--- config.mk ---
export PLATFORM = sky130hd
export DESIGN_NAME = uart_fractional_baud_divider_search
export DESIGN_NICKNAME = d
export VERILOG_FILES = /design/src/design/ufbd_pkg.sv /design/src/design/ufbd_divider.sv /design/src/design/uart_fractional_baud_divider_search.sv
export SDC_FILE = /design/constraint.sdc
export NUM_CORES = 2
export LEC_CHECK = 0
export BUFFER_PORTS_ARGS = -buffer_cell sky130_fd_sc_hd__buf_2
export CAP_MARGIN = 25
export CORE_UTILIZATION = 35
export DETAILED_ROUTE_END_ITERATION = 8
export PLACE_DENSITY = 0.5
export SKIP_LAST_GASP = 1
export SLEW_MARGIN = 20
export SYNTH_ARGS = -nofsm -noshare
export SYNTH_HDL_FRONTEND = slang
export SYNTH_HIERARCHICAL = 1
export SYNTH_SLANG_ARGS = --single-unit
--- constraint.sdc ---
create_clock -name i_clk -period 17.7 [get_ports i_clk]
set_input_delay 1.77 -clock i_clk [delete_from_list [all_inputs] [get_ports i_clk]]
set_output_delay 1.77 -clock i_clk [all_outputs]
set_load 0.05 [all_outputs]
--- src/design/ufbd_pkg.sv ---
// shared types and constants for the fractional baud divider search
// used by ufbd_divider and uart_fractional_baud_divider_search; no dependencies
package ufbd_pkg;

    localparam int DIV_W     = 32;
    localparam int DIV_STEPS = 2;

    localparam logic [7:0]  FDR_NONE    = 8'h10;
    localparam logic [3:0]  MAX_DIVADD  = 4'd14;
    localparam logic [3:0]  MAX_MUL     = 4'd15;
    localparam logic [3:0]  FIRST_DV    = 4'd1;
    localparam logic [3:0]  FIRST_MV    = 4'd2;
    localparam logic [DIV_W-1:0] MIN_DIVISOR = DIV_W'(3);
    localparam logic [15:0] DIVISOR_MAX = 16'hFFFF;
    // one above the limit, so the final saturation flags it
    localparam logic [DIV_W-1:0] ZERO_BAUD_DL = DIV_W'(32'h0001_0000);

    typedef struct packed {
        logic [26:0] clock_hz;
        logic [22:0] baud;
        logic        fractional_enable;
    } t_in;

    typedef struct packed {
        logic [15:0] divisor;
        logic [7:0]  fraction_byte;
        logic        status;
    } t_out;

    typedef struct packed {
        logic             start;
        logic [DIV_W-1:0] num;
        logic [DIV_W-1:0] den;
    } t_div_req;

    typedef struct packed {
        logic             done;
        logic [DIV_W-1:0] quo;
        logic [DIV_W-1:0] rem;
    } t_div_rsp;

    typedef enum logic [3:0] {
        S_IDLE,
        S_PLAIN_WAIT,
        S_BASE_WAIT,
        S_BEST_WAIT,
        S_PAIR_SETUP,
        S_CAND_START,
        S_CAND_WAIT,
        S_RATE_START,
        S_RATE_WAIT,
        S_NEXT,
        S_FINISH
    } t_state;

    function automatic logic [DIV_W-1:0] abs_diff(input logic [DIV_W-1:0] a,
                                                  input logic [DIV_W-1:0] b);
        return (a > b) ? (a - b) : (b - a);
    endfunction

endpackage

--- src/design/ufbd_divider.sv ---
// shared unsigned restoring divider, DIV_STEPS quotient bits per cycle
// depends on ufbd_pkg for widths and request/response structs
module ufbd_divider
    import ufbd_pkg::*;
(
    input  logic     i_clk,
    input  logic     i_rst_n,
    input  t_div_req i_req,
    output t_div_rsp o_rsp
);

    localparam int ITER  = DIV_W / DIV_STEPS;
    localparam int CNT_W = (ITER > 1) ? $clog2(ITER) : 1;
    localparam logic [CNT_W-1:0] LAST = CNT_W'(ITER - 1);

    logic             r_busy;
    logic             r_done;
    logic [CNT_W-1:0] r_cnt;
    logic [DIV_W-1:0] r_rem;
    logic [DIV_W-1:0] r_quo;
    logic [DIV_W-1:0] r_den;
    logic [DIV_W-1:0] n_rem;
    logic [DIV_W-1:0] n_quo;

    always_comb begin
        logic [DIV_W:0] t;
        n_rem = r_rem;
        n_quo = r_quo;
        for (int k = 0; k < DIV_STEPS; k++) begin
            t     = {n_rem, n_quo[DIV_W-1]};
            n_quo = {n_quo[DIV_W-2:0], 1'b0};
            if (t >= {1'b0, r_den}) begin
                t        = t - {1'b0, r_den};
                n_quo[0] = 1'b1;
            end
            n_rem = t[DIV_W-1:0];
        end
    end

    always_ff @(posedge i_clk) begin
        if (!i_rst_n) begin
            r_busy <= 1'b0;
            r_done <= 1'b0;
            r_cnt  <= '0;
        end else begin
            r_done <= 1'b0;
            if (i_req.start) begin
                r_busy <= 1'b1;
                r_cnt  <= '0;
            end else if (r_busy) begin
                r_cnt <= r_cnt + 1'b1;
                if (r_cnt == LAST) begin
                    r_busy <= 1'b0;
                    r_done <= 1'b1;
                end
            end
        end
    end

    // numerator shifts out of r_quo as quotient bits shift in
    always_ff @(posedge i_clk) begin
        if (i_req.start) begin
            r_rem <= '0;
            r_quo <= i_req.num;
            r_den <= i_req.den;
        end else if (r_busy) begin
            r_rem <= n_rem;
            r_quo <= n_quo;
        end
    end

    assign o_rsp.done = r_done;
    assign o_rsp.quo  = r_quo;
    assign o_rsp.rem  = r_rem;

endmodule

--- src/design/uart_fractional_baud_divider_search.sv ---
// top level: sequencer for the baud divider search plus the output register
// depends on ufbd_pkg and ufbd_divider
//
// Usage:
//   Input channel i_in_valid / o_in_ready carries clock_hz, baud and
//   fractional_enable; output channel o_out_valid / i_out_ready carries
//   divisor, fraction_byte and status. One result per input transaction.
//   All divisions run through one shared divider that produces two quotient
//   bits per cycle. Zero baud needs no division; plain mode and fractional
//   mode with an exact divisor need one; otherwise the search runs over 105
//   divider pairs of two divisions each, the second skipped when a candidate
//   divisor falls below 3.
//   The block takes one transaction at a time: o_in_ready is high only while
//   the sequencer is idle. A finished result sits in the output register; if
//   the receiver stalls, the next transaction is still taken and computed,
//   and its result waits in the sequencer until the output register frees.
//   Reset is synchronous active low; it empties the output register and
//   returns the sequencer to idle. There is no memory to clear.
module uart_fractional_baud_divider_search
    import ufbd_pkg::*;
(
    input  logic i_clk,
    input  logic i_rst_n,
    input  logic i_in_valid,
    output logic o_in_ready,
    input  t_in  i_in_data,
    output logic o_out_valid,
    input  logic i_out_ready,
    output t_out o_out_data
);

    t_state           r_state, n_state;
    logic [26:0]      r_clk, n_clk;
    logic [22:0]      r_br, n_br;
    logic [DIV_W-1:0] r_dl, n_dl;
    logic [7:0]       r_fdr, n_fdr;
    logic [DIV_W-1:0] r_best, n_best;
    logic [DIV_W-1:0] r_cand, n_cand;
    logic [3:0]       r_dv, n_dv;
    logic [3:0]       r_mv, n_mv;
    logic [DIV_W-1:0] r_prod, n_prod;
    logic [DIV_W-1:0] r_den, n_den;
    logic             r_out_valid, n_out_valid;
    t_out             r_out_data, n_out_data;

    t_div_req         div_req;
    t_div_rsp         div_rsp;
    logic [4:0]       w_sum;
    logic [DIV_W-1:0] w_br;

    ufbd_divider u_div (
        .i_clk   (i_clk),
        .i_rst_n (i_rst_n),
        .i_req   (div_req),
        .o_rsp   (div_rsp)
    );

    assign w_sum = 5'(r_mv) + 5'(r_dv);
    assign w_br  = DIV_W'(r_br);

    always_comb begin
        logic [DIV_W-1:0] err;
        n_state     = r_state;
        n_clk       = r_clk;
        n_br        = r_br;
        n_dl        = r_dl;
        n_fdr       = r_fdr;
        n_best      = r_best;
        n_cand      = r_cand;
        n_dv        = r_dv;
        n_mv        = r_mv;
        n_prod      = r_prod;
        n_den       = r_den;
        n_out_data  = r_out_data;
        n_out_valid = r_out_valid && !i_out_ready;
        div_req     = '0;
        err         = abs_diff(div_rsp.quo, w_br);

        unique case (r_state)
            S_IDLE: begin
                if (i_in_valid) begin
                    n_clk = i_in_data.clock_hz;
                    n_br  = i_in_data.baud;
                    n_fdr = FDR_NONE;
                    if (i_in_data.baud == '0) begin
                        n_dl    = ZERO_BAUD_DL;
                        n_state = S_FINISH;
                    end else if (!i_in_data.fractional_enable) begin
                        div_req.start = 1'b1;
                        div_req.num   = DIV_W'(i_in_data.clock_hz >> 4)
                                      + DIV_W'(i_in_data.baud >> 1);
                        div_req.den   = DIV_W'(i_in_data.baud);
                        n_state       = S_PLAIN_WAIT;
                    end else begin
                        div_req.start = 1'b1;
                        div_req.num   = DIV_W'(i_in_data.clock_hz)
                                      + (DIV_W'(i_in_data.baud) << 3);
                        div_req.den   = DIV_W'(i_in_data.baud) << 4;
                        n_state       = S_BASE_WAIT;
                    end
                end
            end
            S_PLAIN_WAIT: begin
                if (div_rsp.done) begin
                    n_dl    = div_rsp.quo;
                    n_state = S_FINISH;
                end
            end
            S_BASE_WAIT: begin
                if (div_rsp.done) begin
                    n_dl = div_rsp.quo;
                    n_dv = FIRST_DV;
                    n_mv = FIRST_MV;
                    // remainder of half a step means the plain divisor is exact
                    if (div_rsp.rem == (w_br << 3)) begin
                        n_state = S_FINISH;
                    end else if (div_rsp.quo == '0) begin
                        n_best  = w_br;
                        n_state = S_PAIR_SETUP;
                    end else begin
                        div_req.start = 1'b1;
                        div_req.num   = DIV_W'(r_clk >> 4);
                        div_req.den   = div_rsp.quo;
                        n_state       = S_BEST_WAIT;
                    end
                end
            end
            S_BEST_WAIT: begin
                if (div_rsp.done) begin
                    n_best  = err;
                    n_state = S_PAIR_SETUP;
                end
            end
            S_PAIR_SETUP: begin
                n_prod  = DIV_W'(r_clk) * DIV_W'(r_mv);
                n_den   = (w_br << 4) * DIV_W'(w_sum);
                n_state = S_CAND_START;
            end
            S_CAND_START: begin
                div_req.start = 1'b1;
                div_req.num   = r_prod + (r_den >> 1);
                div_req.den   = r_den;
                n_state       = S_CAND_WAIT;
            end
            S_CAND_WAIT: begin
                if (div_rsp.done) begin
                    if (div_rsp.quo >= MIN_DIVISOR) begin
                        n_cand  = div_rsp.quo;
                        n_den   = (div_rsp.quo << 4) * DIV_W'(w_sum);
                        n_state = S_RATE_START;
                    end else begin
                        n_state = S_NEXT;
                    end
                end
            end
            S_RATE_START: begin
                div_req.start = 1'b1;
                div_req.num   = r_prod;
                div_req.den   = r_den;
                n_state       = S_RATE_WAIT;
            end
            S_RATE_WAIT: begin
                if (div_rsp.done) begin
                    if (err < r_best) begin
                        n_best = err;
                        n_dl   = r_cand;
                        n_fdr  = {r_mv, r_dv};
                    end
                    n_state = S_NEXT;
                end
            end
            S_NEXT: begin
                if (r_mv == MAX_MUL) begin
                    if (r_dv == MAX_DIVADD) begin
                        n_state = S_FINISH;
                    end else begin
                        n_dv    = r_dv + 4'd1;
                        n_mv    = r_dv + 4'd2;
                        n_state = S_PAIR_SETUP;
                    end
                end else begin
                    n_mv    = r_mv + 4'd1;
                    n_state = S_PAIR_SETUP;
                end
            end
            S_FINISH: begin
                if (!r_out_valid || i_out_ready) begin
                    n_out_data.fraction_byte = r_fdr;
                    if (r_dl == '0) begin
                        n_out_data.divisor = '0;
                        n_out_data.status  = 1'b1;
                    end else if (r_dl > DIV_W'(DIVISOR_MAX)) begin
                        n_out_data.divisor = DIVISOR_MAX;
                        n_out_data.status  = 1'b1;
                    end else begin
                        n_out_data.divisor = r_dl[15:0];
                        n_out_data.status  = 1'b0;
                    end
                    n_out_valid = 1'b1;
                    n_state     = S_IDLE;
                end
            end
            default: n_state = S_IDLE;
        endcase
    end

    always_ff @(posedge i_clk) begin
        if (!i_rst_n) begin
            r_state     <= S_IDLE;
            r_out_valid <= 1'b0;
        end else begin
            r_state     <= n_state;
            r_out_valid <= n_out_valid;
        end
    end

    always_ff @(posedge i_clk) begin
        r_clk      <= n_clk;
        r_br       <= n_br;
        r_dl       <= n_dl;
        r_fdr      <= n_fdr;
        r_best     <= n_best;
        r_cand     <= n_cand;
        r_dv       <= n_dv;
        r_mv       <= n_mv;
        r_prod     <= n_prod;
        r_den      <= n_den;
        r_out_data <= n_out_data;
    end

    assign o_in_ready  = (r_state == S_IDLE);
    assign o_out_valid = r_out_valid;
    assign o_out_data  = r_out_data;

endmodule

# After elaboration in Yosys (flattened, before gate mapping)
# Index checks and enable logic that the tools add are counted.
[word_totals]
regBits = 357
inputBits = 55
out_inout_bits = 27
word_cells = 166
[classes]
addsub = 12
multipliers = 3
n_lt_le_gt_ge = 6
n_eq_ne = 30
n_mux = 65
bitwise = 2
n_reduce_logical = 27
[ops]
columns = ["op", "n"]
rows = [
  ["$mux 32", 18],
  ["$mux 65", 5],
  ["$pmux 65 s4", 1],
  ["$pmux 32 s3", 2],
  ["$mux 4", 18],
  ["$ge 33x32->1", 2],
  ["$logic_not 32->1", 2],
  ["$pmux 32 s2", 1],
  ["$sub 32x32->32", 2],
  ["$mux 60", 1],
  ["$pmux 4 s11", 1],
  ["$add 31x31->32", 1],
  ["$eq 32x26->1", 1],
  ["$ge 32x2->1 const B", 1],
  ["$gt 32x16->1 const B", 1],
  ["$gt 32x23->1", 1],
  ["$lt 32x32->1", 1],
  ["$sub 23x32->32", 1],
  ["$sub 32x23->32", 1],
  ["$mul 27x4->31", 1],
  ["$add 27x26->28", 1],
  ["$mul 23x5->28", 1],
  ["$mul 28x5->28", 1],
  ["$add 23x22->24", 1],
  ["other kinds (32)", 79],
]

# Longest topological paths before layout
[logic_depth]
depth_word = 6
ltp_mapped = 26
ltp_nobuf = 23

# Hierarchy
# Netlist, hierarchy kept.
[modules_own_cells]
columns = ["module", "instances", "cells_per_inst", "area_per_inst_um2", "seq_area_each_um2"]
rows = [
  ["uart_fractional_baud_divider_search", 1, 3182, 28363.5, 7487.2],
  ["ufbd_divider", 1, 826, 7818.7, 2682.6],
]

# Worst setup path after synthesis
# No wires, ideal clock.
[synth_timing]
path_type = "register to register"
from = "reg u_div.r_quo[0]"
to = "reg r_dl[0] (enable)"
setup_ns = 0.461
t_arrival_ns = 6.877
required_ns = 17.239
path_slack_ns = 10.362
stages_incl_launch_ff = 27
n_path_buf = 4
synth_period_minus_slack_ns = 7.338
cell_sequence = "edfxtp_1 -> clkbuf_1 -> inv_1 -> ha_1 -> inv_1 -> fa_1 -> a221oi_4 -> o221ai_2 -> a2111oi_4 -> o31a_1 -> buf_6 -> buf_8 -> buf_6 -> nand2_1 -> a21oi_2 -> a21oi_1 -> xnor2_1 -> ha_1 -> a21o_1 -> a21o_1 -> a21o_1 -> a21o_1 -> a21oi_1 -> o21ai_0 -> nor3b_1 -> a21oi_1 -> nor3_1"
[synth_via]
elab_chain_cells = 5
[synth_lines]
columns = ["item", "line_no", "text"]
rows = [
  ["from (decl)", "ufbd_divider.sv:20", "logic [DIV_W-1:0] r_quo;"],
  ["from (signal assigned)", "ufbd_divider.sv:64", "r_quo <= i_req.num;"],
  ["from (signal assigned)", "ufbd_divider.sv:68", "r_quo <= n_quo;"],
  ["$sub 23x32->32, or another cell as far along", "ufbd_pkg.sv:58", "return (a > b) ? (a - b) : (b - a);"],
  ["$mux 32 (*)", "ufbd_pkg.sv:58", ""],
  ["$lt 32x32->1 (*)", "uart_fractional_baud_divider_search.sv:164", "if (err < r_best) begin"],
  ["$ne 2x2->1 (no source line) (*)", "n/a", ""],
  ["$reduce_and 6->1 (no source line) (*)", "n/a", ""],
  ["to (signal assigned)", "uart_fractional_baud_divider_search.sv:220", "r_dl <= n_dl;"],
  ["to (decl)", "uart_fractional_baud_divider_search.sv:35", "logic [DIV_W-1:0] r_dl, n_dl;"],
]
# Every way passes the cells marked *; elsewhere a longest branch is shown, timed or not.
# A chain may end at the register's enable or synchronous reset.

# Worst setup path after layout
[layout_timing]
from = "reg r_br[22]"
to = "reg r_dl[5] (enable)"
[layout_via]
elab_chain_cells = 5
[layout_lines]
columns = ["item", "line_no", "text"]
rows = [
  ["from (decl)", "uart_fractional_baud_divider_search.sv:34", "logic [22:0] r_br, n_br;"],
  ["from (signal assigned)", "uart_fractional_baud_divider_search.sv:219", "r_br <= n_br;"],
  ["$sub 23x32->32, or another cell as far along", "ufbd_pkg.sv:58", ""],
  ["$mux 32 (*)", "ufbd_pkg.sv:58", ""],
  ["$lt 32x32->1 (*)", "uart_fractional_baud_divider_search.sv:164", ""],
  ["$ne 2x2->1 (no source line) (*)", "n/a", ""],
  ["$reduce_and 6->1 (no source line) (*)", "n/a", ""],
]
# Marks and branches as above.

==> reports/results.ini <==
[worst_setup_path]
crit_type=reg2reg
worstPathRequired_ns=17.98
reg2reg_slack_ns=10.29
critPathLaunchType=flop
crit_arrival_ns=7.69
r2r-end=r_dl[5]$_DFFE_PP_
r2r-start=r_br[22]$_DFFE_PP_
worstPathMaxFanout=35
slowest_delay_ns=0.79
crit_slowest_cell=edfxtp_1
crit_chain=inv_1, ha_1, nand2_1, nor3_1, nand4_1, nor4_2, o31a_1, buf_4, mux2i_1, a21o_1, nand2_1, xnor2_1, ha_1, a21o_1, a21o_1, a21oi_1, nor2b_1, o21ai_0, a21oi_1, o31ai_1, a21oi_1, nor3_2, buf_4
setup.worst_path.end_class=flop
reg2reg_depth=23

[die]
fp.dieArea_um2=105000
core-area_um2=102000
die_h_um=324
start_util=0.354
pin_count=82
die_x_um=324
row_count=117

[synthesis]
synth_fp_nets=4557
ys_seq_area_frac=0.281
avgSynthCellArea_um2=9.03
synthesis.area_um2=36200
ys_seq_elements=353
yosysUniqueCellTypes=111
synthArstFlopShare=0
syn_inst=4008
synth_edf_count=310
yosys-top-cells-area=edfxtp_1 (26%), fa_1 (11%), ha_1 (10%)
synth_warnings=6
synthFlopType=edfxtp_1
yosysTopAreaCellShare=0.257
synth_area_leader_cell=edfxtp_1

[cts]
post_cts_resized=0
cts_htree_levels=2
clockBufferDepth=3
cts_hold_buf=0
cts-buffers-inserted=46
clockRootBuffer=clkbuf_16
post-cts-setup-buffers=0
clk_latency_ns=0.64
numClockSinks=353
clk_pin_slew_ns=0.05
cts_tree=built

[final_layout]
area_growth_pct=9.78
nNetsFinal=4588
utilization=0.389
final_common_cell=inv_1
final_cell_mix=inv_1 (418), nand2_1 (395), edfxtp_1 (310)
drive_gt1_frac=0.100
fillers=10474

[routing]
wl_um=133000
drt_iter0_drc=2819
num_vias=30560
drc_errors=0
routed_via_density=5.61
drt_first_pass_iters=5
avgRoutedWirePerCell_um=24.5
antenna_left=0

[hold_path]
hold_end=o_out_data[8]$_DFFE_PP_
hold_path.class=reg2reg
holdPathStages=0
min_from=r_fdr[7]$_SDFFCE_PN0P_

[grt]
grt_util_met1=0.346
grt_pass1_wl_um=197000
antenna_found_initial=13
busiest_layer=met2
grt_pass1_vias=29411
grtUsageMet3=0.0420
grt_max_degree=77
overflow=0
grt_use_total=0.254
use_met2=0.406

[sta]
relSlewSlack=0.288
rsz0062_at_grt=false
setup_viol=0
worstMarginPinSlew_ns=1.07
hold_violations=0
slew_violations=0
period_needed_ns=7.41
fin_crit_sh=0.419
fmax_mhz=135
fin_skew_ns=0.0249
fin_tns_setup_ns=0

[place]
dp_hpwl_um=103000
gp_congestion=0.933
numPortBuffers=81

[run_status]
status=finished, final reports clean

[flow_run]
cap_violations=0

## logic make-up after synthesis
logic type	synth area share
compound gates	0.192
xor+xnor	0.0557
fa+ha+maj	0.211
buf+inv	0.0638
flops	0.281
mux	0.0353
simple gates	0.161
## routing by layer
layer	share of wire	up-vias
met5	0.00017	-
met3	0.065	166
met2	0.45	957
met4	0.035	4
li1	-	14251
met1	0.45	15182
## layout make-up
type                       instances  area [um^2]  share of cell area
antenna                            1         2.50           0.0000630
clock buffer                      54         1190              0.0300
clock inverter                    30          277             0.00696
inverter                         419         1570              0.0396
multi-input combinational       3063        23800               0.600
sequential                       353        10200               0.256
tap                             1368         1710              0.0431
timing repair buffer             156          976              0.0246
## sequential cells by signal (all words and copies together) (netlist names), 27 cells and up
| name | cells |
|---|---|
| r_den | 28 |
| r_prod | 31 |
| u_div/r_den | 32 |
| r_cand | 32 |
| r_best | 32 |
| r_dl | 32 |
| u_div/r_quo | 32 |
| r_clk | 27 |
| u_div/r_rem | 32 |
## worst max-delay path, delay by kind of cell (launching register included)
kind                     cells  cell delay (ns)
AO/OA/AOI/OAI                9             2.26
adder cells (fa/ha/maj)      2             0.90
flip-flops                   1             0.79
multiplexers                 1             0.36
AND/OR/NAND/NOR              7             1.53
buffers and inverters        3             1.01
XOR/XNOR                     1             0.16
## synthesized netlist by cell type (8+ instances only)
library cell / instances
a211o_1: 8
a211oi_1: 42
a21boi_0: 12
a21o_1: 91
a21oi_1: 280
a221o_1: 27
a222oi_1: 13
a22o_1: 41
a22oi_1: 13
a311oi_1: 24
a31oi_1: 27
and2_1: 192
and3_1: 21
buf_2: 15
clkbuf_1: 141
dfxtp_1: 43
edfxtp_1: 310
fa_1: 192
ha_1: 302
inv_1: 418
mux2_2: 74
mux2i_1: 43
nand2_1: 395
nand2b_1: 22
nand3_1: 38
nand4_1: 47
nor2_1: 288
nor2b_1: 24
nor3_1: 48
nor3b_1: 8
nor4_1: 33
o211ai_1: 24
o21a_1: 48
o21ai_0: 171
o21bai_1: 43
o221ai_1: 16
o22ai_1: 10
o31ai_1: 18
or2_2: 36
or3_1: 21
xnor2_1: 147
xor2_1: 83
## through the flow
stage                     instances  setup WS, ns  instance area [um^2]  hold slack (ns)
after CTS                      5442         10.23                 39700            0.421
after global routing           5444          9.72                 39700            0.429
final                          5444         10.29                 39700            0.419
after global placement         5357          9.95                 38200            0.405
after floorplan                4008         10.36                 36200            0.400
after detailed placement       5358         10.26                 38200            0.408
## worst max path at each step
stage / from / end / slack (ns) / cells past startpoint
finish: r_br[22]$_DFFE_PP_ / r_dl[5]$_DFFE_PP_ / 10.29 / 23
global route: r_br[22]$_DFFE_PP_ / r_fdr[4]$_SDFFCE_PN1P_ / 9.72 / 21
CTS: r_br[22]$_DFFE_PP_ / r_fdr[4]$_SDFFCE_PN1P_ / 10.23 / 22
detailed placement: r_br[22]$_DFFE_PP_ / r_fdr[6]$_SDFFCE_PN0P_ / 10.26 / 22
global placement: u_div/r_quo[0]$_DFFE_PP_ / r_fdr[6]$_SDFFCE_PN0P_ / 9.95 / 22
floorplan: u_div/r_quo[0]$_DFFE_PP_ / r_dl[0]$_DFFE_PP_ / 10.36 / 26
Power is not shown: default switching activity piles up to over one toggle a cycle in this logic, so the estimate is an artifact.
